==> config.mk <==
export PLATFORM = sky130hd
export DESIGN_NAME = immf_queue
export DESIGN_NICKNAME = d
export VERILOG_FILES = /design/src/rtl/immf_pkg.sv /design/src/rtl/immf_queue.sv
export VERILOG_INCLUDE_DIRS = /design/src /design/src/rtl
export SDC_FILE = /design/constraint.sdc
export NUM_CORES = 1
export LEC_CHECK = 0
export BUFFER_PORTS_ARGS = -buffer_cell sky130_fd_sc_hd__buf_2
export CAP_MARGIN = 0
export CORE_ASPECT_RATIO = 1.2
export CORE_MARGIN = 5
export CORE_UTILIZATION = 56
export CTS_CLUSTER_DIAMETER = 80
export CTS_CLUSTER_SIZE = 24
export DETAILED_ROUTE_END_ITERATION = 10
export GPL_ROUTABILITY_DRIVEN = 0
export HOLD_SLACK_MARGIN = 0.05
export PLACE_DENSITY = 0.86
export SLEW_MARGIN = 10
export SYNTH_ARGS = -nofsm -noshare
export SYNTH_HDL_FRONTEND = slang
export SYNTH_SLANG_ARGS = --single-unit
==> constraint.sdc <==
create_clock -name clk -period 8.8 [get_ports clk]
set_clock_uncertainty 0.05 [all_clocks]
set_input_delay 1.76 -clock clk [delete_from_list [all_inputs] [get_ports clk]]
set_output_delay 1.76 -clock clk [all_outputs]
set_load 0.03 [all_outputs]
==> src/rtl/interval_min_max_finder_macros.svh <==
// Assertion macros for the interval minimum and maximum finder.
`ifndef INTERVAL_MIN_MAX_FINDER_MACROS_SVH
`define INTERVAL_MIN_MAX_FINDER_MACROS_SVH
`ifndef SYNTHESIS
`define IMMF_ASSERT(label, clk, rst_n, prop, msg) \
    label: assert property (@(posedge clk) disable iff (!rst_n) prop) else $error(msg);
`define IMMF_ASSERT_ALWAYS(label, clk, prop, msg) \
    label: assert property (@(posedge clk) prop) else $error(msg);
`else
`define IMMF_ASSERT(label, clk, rst_n, prop, msg)
`define IMMF_ASSERT_ALWAYS(label, clk, prop, msg)
`endif
`endif

==> src/rtl/immf_pkg.sv <==
package immf_pkg;

    localparam int PosW = 13;
    localparam logic [63:0] QnanBits = 64'h7FF8000000000000;

    localparam logic [1:0] StatusOk    = 2'd0;
    localparam logic [1:0] StatusEmpty = 2'd1;
    localparam logic [1:0] StatusNan   = 2'd2;
    localparam logic [1:0] StatusRange = 2'd3;

    localparam logic OpLoad  = 1'b0;
    localparam logic OpQuery = 1'b1;

    localparam logic [0:0] RegNanCheck    = 1'b0;
    localparam logic [0:0] RegSampleCount = 1'b1;

    // A classified command passed from the front part to the back part.
    typedef struct packed {
        logic             is_load;
        logic             walk;      // query that walks the store
        logic [1:0]       status;    // status of a query that does not walk
        logic [PosW-1:0]  first_pos; // load address, or start of the walk
        logic [PosW-1:0]  last_pos;
        logic [63:0]      data;
    } cmd_t;

    function automatic logic is_nan(input logic [63:0] b);
        return (b[62:52] == 11'h7FF) && (b[51:0] != 52'd0);
    endfunction

    // Strict IEEE less-than on two non-NaN values; the zeros compare equal.
    function automatic logic fp_lt(input logic [63:0] a, input logic [63:0] b);
        logic both_zero;
        both_zero = (a[62:0] == 63'd0) && (b[62:0] == 63'd0);
        if (both_zero)
            return 1'b0;
        else if (a[63] != b[63])
            return a[63];
        else if (a[63])
            return a[62:0] > b[62:0];
        else
            return a[62:0] < b[62:0];
    endfunction

endpackage

==> src/rtl/immf_queue.sv <==
`include "interval_min_max_finder_macros.svh"
module immf_queue
    import immf_pkg::*;
(
    input  logic clk,
    input  logic rst_n,
    input  logic push,
    input  cmd_t push_data,
    output logic full,
    input  logic pop,
    output cmd_t pop_data,
    output logic not_empty
);

    cmd_t       slot_reg [2];
    logic       wr_ptr_reg, wr_ptr_next;
    logic       rd_ptr_reg, rd_ptr_next;
    logic [1:0] fill_reg, fill_next;

    assign full      = (fill_reg == 2'd2);
    assign not_empty = (fill_reg != 2'd0);
    assign pop_data  = slot_reg[rd_ptr_reg];

    always_comb
    begin
        wr_ptr_next = wr_ptr_reg ^ push;
        rd_ptr_next = rd_ptr_reg ^ pop;
        fill_next   = fill_reg + {1'b0, push} - {1'b0, pop};
    end

    // Pointer and fill bookkeeping.
    always_ff @(posedge clk or negedge rst_n)
    begin
        if (!rst_n)
        begin
            wr_ptr_reg <= 1'b0;
            rd_ptr_reg <= 1'b0;
            fill_reg   <= 2'd0;
        end
        else
        begin
            wr_ptr_reg <= wr_ptr_next;
            rd_ptr_reg <= rd_ptr_next;
            fill_reg   <= fill_next;
        end
    end

    // Slot storage.
    always_ff @(posedge clk)
    begin
        if (push)
            slot_reg[wr_ptr_reg] <= push_data;
    end

    `IMMF_ASSERT(a_no_overflow, clk, rst_n, push |-> !full, "queue overflow")
    `IMMF_ASSERT(a_no_underflow, clk, rst_n, pop |-> not_empty, "queue underflow")
    `IMMF_ASSERT(a_fill_range, clk, rst_n, fill_reg != 2'd3, "queue fill out of range")

endmodule

; Word level (Yosys, flattened, before mapping)
; Memory sizes are Yosys's and may differ from the RTL's.
; Cells that the tools add are included.
[op_classes]
n_addsub = 2
eq_ne = 1
n_reduce_logical = 1
n_mux = 2
bitwise_logic = 2
[op_table]
columns = op, n
row1 = 2-bit by 1-bit adder with 2-bit output, 1
row2 = "2-bit == test, second input constant", 1
row3 = 1-bit two-way mux, 2
row4 = 2-bit nonzero test, 1
row5 = 2-bit by 1-bit subtractor with 2-bit output, 1
row6 = 1-bit bitwise XOR, 2
[totals]
input_bits = 98
memories = 1
output_inout_bits = 96
register_bits = 4
ramBits = 188
[memory_table]
columns = name, words, width, read_ports, rd_clocked_by_memory_dff, wr, line
row1 = slot_reg, 2, 94, 1, 0, 1, immf_queue.sv:15  ; cmd_t slot_reg [2];

; Depth between registers and ports, before layout
[logic_depth]
depth_word = 2
mapped_depth = 5
depth_no_buf = 5

; Worst setup path after synthesis
; No wires, ideal clock.
[synth_timing]
path_type = input-to-reg
start = input port push
end = memory slot_reg[0][0] in the netlist's numbering, enable pin
cell_stages = 1
required_time_ps = 8286
path_buffers = 0
path_slack_ps = 4294
arrival_time_ps = 3992
cell_sequence = ha_1
[synth_between]
elab_chain_len = 2
[synth_rtl]
columns = element, line
row1 = from (decl), immf_queue.sv:7  ; input logic push,
row2 = 1-bit two-way mux, immf_queue.sv:51  ; if (push)
row3 = 1-bit two-way mux (implied by the code), immf_queue.sv:52  ; slot_reg[wr_ptr_reg] <= push_data;
row4 = to (decl), immf_queue.sv:15
; Every way passes these cells.

==> metrics <==
Hold Crit Class reg2reg; largest area contributor in the netlist edfxtp_1; Worst Tran Pin Value 773 ps; area of placed instances 0.00832 sq mm; Max Cap Violations 0; Clk Latency, worst-skew pair 410 ps; number of global-route vias before repair 3877; reg2reg end slot_reg[0][54]; Achievable Freq 222 MHz; internal power 2.06 mW; Seq cells post-synth 192; Sum Neg Setup Slack 0 ps; Pwr Density 353 mW/mm^2; Avg Cell Area, Syn 23.3 sq um; clk sink count 192; Layout area overhead 23.4%; IO buf count 193; biggest cell delay along the critical path 910 ps; Initial Utilization 0.571; Die ar. 0.0152 sq mm; Tcrit/Tclk final 0.512; initial antenna violation count 1; GRT Total Usage 0.173; Initial DRC Count 138; antenna-violating nets left 0; Vias 3525; # rows 45; P_leak 3.51 nW; global-route wire length before repair 19.9 mm; Final min period 4510 ps; unrepaired setup endpoints after global routing no; CTS Hold Buffers Added 0; Logic pwr share 0.350; slowest stage cell, crit path dfrtp_4; most frequent cells in the layout buf_2, edfxtp_1, mux2_4, mux2_2, clkbuf_16; WHS Path Cells 1; startpoint of the worst-slack reg-to-reg timing path wr_ptr_reg; root buffer cell clkbuf_16; status completed; DIE HEIGHT 134 um; first-pass iteration count of the detailed router 4; final worst slack 4290 ps; placed cell count 658; Net Sw Frac 0.344; most common cell after layout, fill and taps aside buf_2; Critical Path Start rd_ptr_reg; Post-Route WL 13.1 mm; register area share after synthesis 0.797; Worst-path clk slew 60 ps; # setup viols final 0; Critical Path AT 2700 ps; Worst IR Drop VDD 0.170 mV; Final nets 615; largest net degree at the start of global routing 56; Synth area leaders edfxtp_1, mux2_4, mux2_2; clock buffer count from CTS 17; final hold vios 0; Netlist cell types 13; DR WL/cell 19.1 um; hold endpoint fill_reg[1]; CTS tree built; FF-to-FF setup slack 6620 ps; core box area 0.0126 sq mm; CTS H-tree depth 4; worst hold start fill_reg[1]; Post-Syn Area 0.00720 sq mm; slew margin rel. 0.485; max-slew violations 0; grt ovf 0; Synth top area share 0.784; switching power 1.08 mW; Hold WS 579 ps; synthesized instance count 309; setup bufs post-CTS 0; Seq pwr share 0.417; DRC Markers 0; crit start category flip-flop; worst path required time 6990 ps; number of fill cells 824; part of the power in the clock network 0.233; Post-CTS Resized 0; critical path class reg2out; vias per inst 5.12; Pwr Total 3.14 mW; IO Count 194; Max clock buf depth 2; Antenna Cells 0; layout cells sized above 1 0.615; pre-CTS setup slack 4690 ps; hpwl dp 8.86 mm; post-route insts no fill 688; synth warn 0; FF-to-FF path depth 3; Util after Layout 0.705; cells along the critical path buf_4, mux2_2, buf_2; Largest register FFs 188; Syn Nets 411; cell area after layout 0.00889 sq mm; crit end category primary output; die width 114 um; crit-path max FO 54
==> worst max path at each step <==
stage,endpoint,cells after the start,slack (ps)
6_report,pop_data[26],3,4290
5_1_grt,pop_data[6],3,4140
4_1_cts,pop_data[26],3,4240
3_5_place_dp,pop_data[26],3,4690
3_3_place_gp,pop_data[26],3,4720
2_1_floorplan,slot_reg[0][0],1,4290
==> routing by layer <==
| layer | track usage | routed length, um |
|---|---|---|
| met4 | 0.0521 | 124 |
| met5 | 0 | 11 |
| met2 | 0.311 | 7110 |
| met1 | 0.195 | 4950 |
| met3 | 0.0560 | 928 |
==> kinds of logic after synthesis <==
| family | Yosys count | share of synthesized area |
|---|---|---|
| adders and majority gates | 4 | 0.00695 |
| DFF | 192 | 0.797 |
| xor gates and xnor gates | 2 | 0.00452 |
| muxes | 94 | 0.173 |
| buffers and inverters | 15 | 0.0163 |
| and+or+nand+nor | 2 | 0.00174 |
==> worst max-delay path, delay by kind of cell, from the launching register on <==
kind	cells	cell delay, ps
flops	1	910
mux	1	420
buf+inv	2	930
==> Yosys cell counts (all sizes together) <==
cell type	n
mux2	94
xor3	1
dfrtp	4
xor2	1
or2	1
inv	4
nor2b	1
ha	4
edfxtp	188
buf	11
==> power groups by stage <==
stage	logic [mW]	registers (mW)	clock network (mW)
3_3_place_gp	1.10	1.31	0
5_1_grt	1.16	1.33	0.789
6_report	1.10	1.31	0.731
2_1_floorplan	0.909	1.28	0
3_5_place_dp	1.11	1.33	0
4_1_cts	1.12	1.31	0.745
==> area by class of cell <==
class | instances | area, sq um | share of cell area
clock inverter | 11 | 133 | 0.0149
multi-input combinational | 102 | 1370 | 0.154
sequential | 192 | 5750 | 0.647
tap | 164 | 205 | 0.0231
timing repair buffer | 196 | 988 | 0.111
inverter | 4 | 15.0 | 0.00169
clock buffer | 19 | 433 | 0.0487
No activity file was read; power rests on OpenSTA's default activity.
