===== config.mk =====
export PLATFORM = sky130hd
export DESIGN_NAME = immf_front
export DESIGN_NICKNAME = d
export VERILOG_FILES = /design/src/rtl/interval_min_max_finder_macros.svh /design/src/rtl/immf_pkg.sv /design/src/rtl/immf_front.sv
export SDC_FILE = /design/constraint.sdc
export NUM_CORES = 1
export LEC_CHECK = 0
export BUFFER_PORTS_ARGS = -buffer_cell sky130_fd_sc_hd__buf_2
export CAP_MARGIN = 20
export CORE_AREA = 2 2 85 87
export DETAILED_ROUTE_END_ITERATION = 16
export DIE_AREA = 0 0 87 89
export PLACE_DENSITY = 0.76
export RECOVER_POWER = 100
export SLEW_MARGIN = 5
export SYNTH_ARGS = -nofsm -noshare
export SYNTH_HDL_FRONTEND = slang
export SYNTH_SLANG_ARGS = --single-unit

===== constraint.sdc =====
create_clock -name vclk -period 1.9
set_input_delay 0 -clock vclk [all_inputs]
set_output_delay 0 -clock vclk [all_outputs]
set_load 0.01 [all_outputs]

===== src/rtl/interval_min_max_finder_macros.svh =====
// Assertion macros for the interval minimum and maximum finder.
`ifndef INTERVAL_MIN_MAX_FINDER_MACROS_SVH
`define INTERVAL_MIN_MAX_FINDER_MACROS_SVH
`ifndef SYNTHESIS
`define IMMF_ASSERT(label, clk, rst_n, prop, msg) \
    label: assert property (@(posedge clk) disable iff (!rst_n) prop) else $error(msg);
`define IMMF_ASSERT_ALWAYS(label, clk, prop, msg) \
    label: assert property (@(posedge clk) prop) else $error(msg);
`else
`define IMMF_ASSERT(label, clk, rst_n, prop, msg)
`define IMMF_ASSERT_ALWAYS(label, clk, prop, msg)
`endif
`endif


===== src/rtl/immf_pkg.sv =====
package immf_pkg;

    localparam int PosW = 13;
    localparam logic [63:0] QnanBits = 64'h7FF8000000000000;

    localparam logic [1:0] StatusOk    = 2'd0;
    localparam logic [1:0] StatusEmpty = 2'd1;
    localparam logic [1:0] StatusNan   = 2'd2;
    localparam logic [1:0] StatusRange = 2'd3;

    localparam logic OpLoad  = 1'b0;
    localparam logic OpQuery = 1'b1;

    localparam logic [0:0] RegNanCheck    = 1'b0;
    localparam logic [0:0] RegSampleCount = 1'b1;

    // A classified command passed from the front part to the back part.
    typedef struct packed {
        logic             is_load;
        logic             walk;      // query that walks the store
        logic [1:0]       status;    // status of a query that does not walk
        logic [PosW-1:0]  first_pos; // load address, or start of the walk
        logic [PosW-1:0]  last_pos;
        logic [63:0]      data;
    } cmd_t;

    function automatic logic is_nan(input logic [63:0] b);
        return (b[62:52] == 11'h7FF) && (b[51:0] != 52'd0);
    endfunction

    // Strict IEEE less-than on two non-NaN values; the zeros compare equal.
    function automatic logic fp_lt(input logic [63:0] a, input logic [63:0] b);
        logic both_zero;
        both_zero = (a[62:0] == 63'd0) && (b[62:0] == 63'd0);
        if (both_zero)
            return 1'b0;
        else if (a[63] != b[63])
            return a[63];
        else if (a[63])
            return a[62:0] > b[62:0];
        else
            return a[62:0] < b[62:0];
    endfunction

endpackage


===== src/rtl/immf_front.sv =====
module immf_front
    import immf_pkg::*;
#(
    parameter int STORE_DEPTH = 4096
)
(
    input  logic            clk,
    input  logic            rst_n,
    input  logic            cfg_nan_check,
    input  logic [PosW-1:0] cfg_sample_count,
    input  logic            valid,
    output logic            stall,
    input  logic            opcode,
    input  logic [PosW-1:0] address,
    input  logic [63:0]     sample_bits,
    input  logic [PosW-1:0] start_index,
    input  logic [PosW-1:0] stop_index,
    output logic            q_push,
    output cmd_t            q_data,
    input  logic            q_full
);

    logic [PosW:0] count;
    logic [PosW:0] depth_c;

    assign depth_c = (PosW+1)'(STORE_DEPTH);
    // Effective sample count clamped to the store depth.
    assign count = ({1'b0, cfg_sample_count} > depth_c) ? depth_c
                                                         : {1'b0, cfg_sample_count};

    assign stall  = q_full;
    assign q_push = valid && !q_full;

    // Classify the incoming item.
    always_comb
    begin
        q_data = '0;
        q_data.data = sample_bits;
        if (opcode == OpLoad)
        begin
            q_data.is_load = ({1'b0, address} >= (PosW+1)'(1)) &&
                             ({1'b0, address} <= depth_c);
            q_data.first_pos = address;
        end
        else if (start_index == '0 || {1'b0, stop_index} > count)
        begin
            q_data.status = StatusRange;
        end
        else if (stop_index < start_index)
        begin
            q_data.status = StatusEmpty;
        end
        else
        begin
            q_data.walk = 1'b1;
            q_data.first_pos = start_index;
            q_data.last_pos = stop_index;
        end
    end

    logic unused_ok;
    assign unused_ok = cfg_nan_check | clk | rst_n;

endmodule


; Yosys cells after proc, flatten, opt, wreduce, memory -nomap -nowiden
; Cells that the tools add are included.
[totals]
ff_bits = 0
inputBits = 122
out_inout_bits = 96
wordCells = 21
[classes]
magnitude_cmp = 5
muxes = 11
reduce_logical = 5
[op_table]
columns = operator, n
row1 = $mux W26, 2
row2 = $mux W13, 3
row3 = $ge A13 B1 Y1 const B, 1
row4 = $gt A13 B13 Y1, 1
row5 = $gt A13 B13 Y1 const B, 1
row6 = $le A13 B13 Y1 const B, 1
row7 = $logic_not A13 Y1, 1
row8 = $lt A13 B13 Y1, 1
row9 = $mux W1, 4
row10 = $mux W3, 1
row11 = $logic_and A1 B1 Y1, 2
row12 = $mux W2, 1
row13 = $logic_not A1 Y1, 1
row14 = $logic_or A1 B1 Y1, 1

; Depth between registers and ports, before layout
; Gate-level depths: netlist (run 1).
[depth]
word_depth = 6
ltp_mapped = 10

; Worst setup path before layout (run 1)
; Ideal clock, no wire load.
[synth_path]
path_kind = input to output
from = input cfg_sample_count[12]
to = output q_data[84] in the netlist's numbering
arrival_ns = 2.071
slack_ns = -0.171
stages = 10
path_cell_list = inv_1 > clkbuf_1 > nand2_1 > ha_1 > a211oi_2 > nor2_1 > o311ai_4 > nand3_4 > buf_8 > o41ai_2
[synth_lines]
columns = element, line
row1 = "start, declared", immf_front.sv:10  ; input logic [PosW-1:0] cfg_sample_count,
row2 = "end, declared", immf_front.sv:19  ; output cmd_t q_data,

==> results of run 1 <==
-- layer usage --
metal / GRT usage, % / vias up
met4: 5.11 / 0
met3: 1.75 / 24
met5: 0 / -
met1: 15.4 / 808
met2: 25.1 / 64
li1: - / 829
-- stage by stage --
| step | setup slack (ns) | total power (uW) | hold WS [ns] | TNS, ns |
|---|---|---|---|---|
| floorplan | 0.0370 | 450 | 0.0464 | 0 |
| global placement | -0.285 | 515 | 0.0000686 | -5.64 |
| detailed placement | -0.437 | 530 | 0.0000686 | -9.55 |
| CTS | -0.0550 | 635 | 0.0000686 | -0.824 |
| global route | -0.177 | 725 | 0.0000151 | -3.21 |
| finish | -0.0844 | 666 | 0.00000366 | -1.08 |
-- critical path, delay by kind of cell --
family	cells	cell delay [ns]
AO/OA/AOI/OAI	4	0.84
adder cells (fa/ha/maj)	1	0.29
AND/OR/NAND/NOR	2	0.27
buffers and inverters	4	0.58
-- layout by cell type, fill, tap and decap left out, types with 2 or more instances in the layout --
cell,count
a31oi_1,2
nand3_1,3
nor2b_1,3
a21o_1,2
o21a_1,2
ha_1,19
nor3_1,7
a21oi_1,7
clkbuf_1,3
o21ai_2,2
and4_1,2
o41ai_4,6
nand2_1,37
clkinvlp_4,2
nor2_1,2
o41ai_2,6
buf_2,81
nor3_4,3
buf_12,2
buf_6,7
nand2_4,2
nor3_2,4
inv_1,13
nand4_1,5
ha_4,6
nand2_2,2
o21ai_1,3
buf_4,10
nor4_1,4
-- worst max path at each step --
| stage | startpoint | slack (ns) | end |
|---|---|---|---|
| 2_1_floorplan | cfg_sample_count[12] | 0.04 | q_data[85] |
| 3_3_place_gp | cfg_sample_count[12] | -0.28 | q_data[85] |
| 3_5_place_dp | cfg_sample_count[12] | -0.44 | q_data[78] |
| 4_1_cts | cfg_sample_count[12] | -0.05 | q_data[75] |
| 5_1_grt | cfg_sample_count[12] | -0.18 | q_data[82] |
| 6_report | cfg_sample_count[12] | -0.08 | q_data[81] |
-- power by group through the flow --
stage	Sequential (uW)	Combinational (uW)	Clock [uW]
finish	0	666	0
global route	0	725	0
CTS	0	635	0
detailed placement	0	530	0
global placement	0	515	0
floorplan	0	450	0
-- cell type report --
| cell class | count | area (um^2) | share of cell area (%) |
|---|---|---|---|
| repair buffers | 106 | 658 | 30.0 |
| repair inverters | 1 | 7.51 | 0.342 |
| well taps | 80 | 100 | 4.56 |
| multi-input cells | 144 | 1370 | 62.4 |
| inverters | 15 | 60.1 | 2.73 |
-- repair_timing --
action                     4_1_cts  5_1_grt
pin swaps                       21       15
setup endpoints to repair       29       28
hold buffers                     0        0
buffers inserted                 5        1
cloned                           3        0
gates resized for setup         36       18
-- logic make-up after synthesis --
group,Yosys count,synth area share (%)
AOI/OAI and AO/OA,38,20.5
and+or+nand+nor,81,24.7
buffers and inverters,89,35.9
adders and majority gates,25,18.9
==> reports/results.tsv, run 1 <==
stage	metric	value	unit
global_routing	grt_pass1_wl	8.26	mm
power	combPwrFrac	100.0	%
route	ant_nets	0	
cells_and_area	fin_cells	346	
placement	dpl.cell_count	339	
route	drtPass1Iterations	4	
worst_hold_path	holdPathStages	0	
synthesis	synth_warnings	0	
die	start_util	24.6	%
global_routing	grt-ovfl-total	0	
power	cellPowerDensity	303	nW/um^2
route	dr_wl_met2	2.88	mm
worst_hold_path	min_to	q_data[54]	
power	ir_worst_vdd	0.000157	V
setup_path	required	1.90	ns
die	placementRows	30	
route	drt_iter0_drc	30	
status	violations	setup timing	
synthesis	yosys.area.top_type_share	30.0	%
power	p_switching	365	uW
synthesis	ys_top_cells_by_count	66 x buf_4, 41 x nand2_1, 25 x ha_1	
timing	fin_crit	1.98	ns
worst_hold_path	worstHoldPathType	input pin to output port	
synthesis	yosys.area.top_type	buf_4	
cells_and_area	syn2layout_area_growth	32.8	%
route	wl_per_cell	16.7	um
setup_path	crit_path_max_fanout	5	
cells_and_area	nFillCells	710	
timing	max-slew-margin-rel	52.5	%
synthesis	avgSynthCellArea	7.10	um^2
route	met1Wirelength	2.42	mm
timing	finalHoldViolCount	0	
timing	slew_violations	0	
synthesis	synth_area	1650	um^2
cells_and_area	drive_above_1_share	54.9	%
timing	fin_crit_sh	104	%
route	wl_met3	329	um
setup_path	path_class	input pin to output port	
route	wl	5.78	mm
cells_and_area	stdcell_area	2200	um^2
cells_and_area	seqCellArea	0	um^2
global_routing	grtUsageTotal	13.4	%
cells_and_area	n_clock_buffer	0	
synthesis	synth.distinct_cells	35	
setup_path	critPathArrivalTime	1.98	ns
synthesis	syn-num-nets	380	
power	p_int	300	uW
timing	fmax	504	MHz
power	clkPwrFrac	0	%
synthesis	synthTopCellsByArea	buf_4 30%, ha_1 19%, nand2_1 9.3%, o41ai_2 4.9%, nor3_1 4.2%	
timing	finalWorstSetupSlack	-0.0844	ns
cells_and_area	utilization	32.7	%
power	p_leak	0.00110	uW
route	top_layer	met4	
placement	portBuffers	87	
die	dieArea	7740	um^2
global_routing	grt_antenna_before_repair	0	
setup_path	slowest_stage	o311ai_4	
synthesis	seq_area_frac_synth	0	%
cells_and_area	seq_cell_count	0	
timing	finalSetupViolCount	20	
synthesis	syn_inst	233	
setup_path	end_kind	output port	
status	outcome	finished with violations	
global_routing	grt_max_degree	29	
setup_path	startpoint_type	input pin	
power	switching_share	54.9	%
timing	tightest_slew	0.712	ns
job	cap_violations	0	
die	coreArea	6720	um^2
cells_and_area	antenna_cells	0	
setup_path	max_stage_delay	0.35	ns
route	num_vias	1725	
synthesis	post-synth-top-count-cell	buf_4	
placement	placed_cell_area	1850	um^2
die	die_y	89	um
placement	gp_congestion	0.766	
route	post-route-drc-count	0	
die	die_x	87	um
placement	hpwlAfterDp	4.57	mm
setup_path	crit_chain	buf_8, clkinvlp_4, nand2_1, ha_1, a21oi_1, o21ai_2, o311ai_4, nand3_4, buf_6, o41ai_2, buf_2	
die	io_pins	218	
worst_hold_path	hold_start	sample_bits[54]	
cells_and_area	final_net_count	415	
route	via_per_inst	4.99	
power	power_frac_seq	0	%
timing	rsz0062_at_grt	yes	
global_routing	grt_pass1_vias	1713	
Power figures use the tool's default switching activity.
==> run 2: changes to the inputs <==
- CELL_PAD_IN_SITES_DETAIL_PLACEMENT: unset -> 1
- CELL_PAD_IN_SITES_GLOBAL_PLACEMENT: unset -> 1
- CORE_AREA: 2 2 85 87 -> unset
- CORE_ASPECT_RATIO: unset -> 0.7
- CORE_MARGIN: unset -> 2
- CORE_UTILIZATION: unset -> 18
- DIE_AREA: 0 0 87 89 -> unset
- PLACE_DENSITY: 0.76 -> 0.9
==> run 2 against run 1 <==
The run still ends with setup timing left. Sequential share of layout area unchanged. Worst setup slack worse by 0.056 ns. Maximum frequency down 2.8%. Total power up 26%. Sequential cell count unchanged. First-iteration DRC count rose to 2.7 times the previous value. Combinational power up 26%. Highest routed layer unchanged.
==> reports/results.tsv, run 2 (synthesis gave the netlist of run 1 again) <==
stage	metric	value	unit
power	combPwrFrac	100.0	%
timing	fin_crit_sh	107	%
timing	finalWorstSetupSlack	-0.141	ns
timing	slew_violations	0	
global_routing	grt-ovfl-total	0	
cells_and_area	utilization	28.1	%
setup_path	crit_path_max_fanout	7	
job	cap_violations	0	
cells_and_area	syn2layout_area_growth	53.0	%
power	p_int	388	uW
die	start_util	18.4	%
die	die_x	119	um
route	post-route-drc-count	0	
global_routing	grt_max_degree	29	
power	switching_share	53.6	%
status	violations	setup timing	
cells_and_area	mostFrequentLayoutCell	buf_2	
power	ir_worst_vdd	0.0000921	V
setup_path	critPathArrivalTime	2.04	ns
cells_and_area	final_net_count	423	
power	p_leak	0.00122	uW
power	p_switching	449	uW
cells_and_area	antenna_cells	0	
timing	finalHoldViolCount	0	
die	die_y	84.2	um
clocking	hold_buffers	0	
cells_and_area	n_clock_buffer	0	
placement	hpwlAfterDp	5.53	mm
route	wl_per_cell	18.3	um
power	clkPwrFrac	0	%
status	outcome	finished with violations	
route	ant_nets	0	
worst_hold_path	min_to	q_data[4]	
global_routing	grt_antenna_before_repair	0	
global_routing	grt_pass1_vias	1954	
timing	fmax	490	MHz
cells_and_area	nFillCells	1100	
setup_path	end_kind	output port	
timing	rsz0062_at_grt	yes	
worst_hold_path	worstHoldPathType	input pin to output port	
power	cellPowerDensity	331	nW/um^2
global_routing	grtUsageTotal	12.8	%
route	num_vias	1774	
placement	gp_congestion	0.786	
cells_and_area	seqCellArea	0	um^2
route	via_per_inst	4.46	
worst_hold_path	holdPathStages	0	
setup_path	required	1.90	ns
timing	fin_crit	2.04	ns
die	io_pins	218	
die	coreArea	9000	um^2
cells_and_area	drive_above_1_share	61.7	%
die	dieArea	9980	um^2
cells_and_area	layout_common_cells	80 x buf_2, 33 x nand2_1, 17 x ha_1, 14 x buf_4, 13 x inv_1	
route	drtPass1Iterations	4	
placement	portBuffers	87	
global_routing	grt_pass1_wl	10.4	mm
worst_hold_path	hold_start	sample_bits[4]	
route	wl	7.28	mm
timing	max-slew-margin-rel	48.8	%
die	placementRows	29	
cells_and_area	seq_cell_count	0	
timing	tightest_slew	0.767	ns
timing	finalSetupViolCount	20	
route	drt_iter0_drc	80	
power	power_frac_seq	0	%
setup_path	path_class	input pin to output port	
timing	fin_worst_hold_slack	0.00000389	ns
setup_path	startpoint_type	input pin	
==> run 2: cell types whose count changed in the layout (fill, tap and decap cells not counted), moves of 2 or more <==
cell | previous run | this run
nor3_4 | 3 | 10
o41ai_2 | 6 | 3
buf_4 | 10 | 14
ha_1 | 19 | 17
nor3_1 | 7 | 1
clkinvlp_4 | 2 | 0
o41ai_4 | 6 | 9
buf_6 | 7 | 10
nand2_1 | 37 | 33
buf_12 | 2 | 4
ha_4 | 6 | 8
nand2_2 | 2 | 6
==> run 2: through the flow <==
step,TNS [ns],instance area (um^2),total power [uW],worst slack [ns],cells
after CTS,-2.60,2120,621,-0.176,389
final,-1.31,2530,838,-0.141,398
after global routing,-3.27,2530,901,-0.229,398
after detailed placement,-6.95,1910,541,-0.365,385
after floorplan,0,1740,450,0.0370,233
after global placement,-3.88,1910,507,-0.226,385
==> run 2: timing repair <==
item | 4_1_cts | 5_1_grt
cloned | 1 | 1
resized for setup | 32 | 63
setup buffers | 3 | 9
endpoints found under the setup margin | 28 | 29
pin swaps | 13 | 40
==> run 2: power by group through the flow <==
stage               sequential [uW]  combinational [uW]  clock, uW
finish                            0                 838          0
detailed placement                0                 541          0
global route                      0                 901          0
floorplan                         0                 450          0
CTS                               0                 621          0
global placement                  0                 507          0
==> run 2: worst max path at each step <==
stage          cells after the start          to                 start  slack [ns]
2_1_floorplan                     10  q_data[85]  cfg_sample_count[12]        0.04
3_3_place_gp                      12  q_data[83]  cfg_sample_count[12]       -0.23
3_5_place_dp                      12  q_data[67]  cfg_sample_count[12]       -0.36
4_1_cts                           12  q_data[79]  cfg_sample_count[12]       -0.18
5_1_grt                           13  q_data[79]  cfg_sample_count[12]       -0.23
6_report                          12  q_data[79]  cfg_sample_count[12]       -0.14
==> run 2: critical path, stage by stage <==
cell and delay (ns):
buf_8 0.11, inv_8 0.05, buf_12 0.12, nand2_2 0.07, ha_4 0.24, a21oi_4 0.15
o21ai_2 0.09, o311ai_4 0.34, nand3_4 0.18, buf_12 0.18, o41ai_2 0.33, buf_2 0.18
==> run 2: layout make-up <==
type	instances	area (um^2)	share of cell area [%]
timing repair buffer	115	768	30.4
inverter	15	63.8	2.52
multi-input combinational	144	1540	61.0
tap	124	155	6.13
==> run 2: layer usage <==
layer	track usage, %	share of wire (%)	vias to the layer above
met4	1.30	0.55	0
met1	15.7	42	853
met3	3.13	6.0	8
li1	-	-	840
met5	0	0	-
met2	23.6	52	73
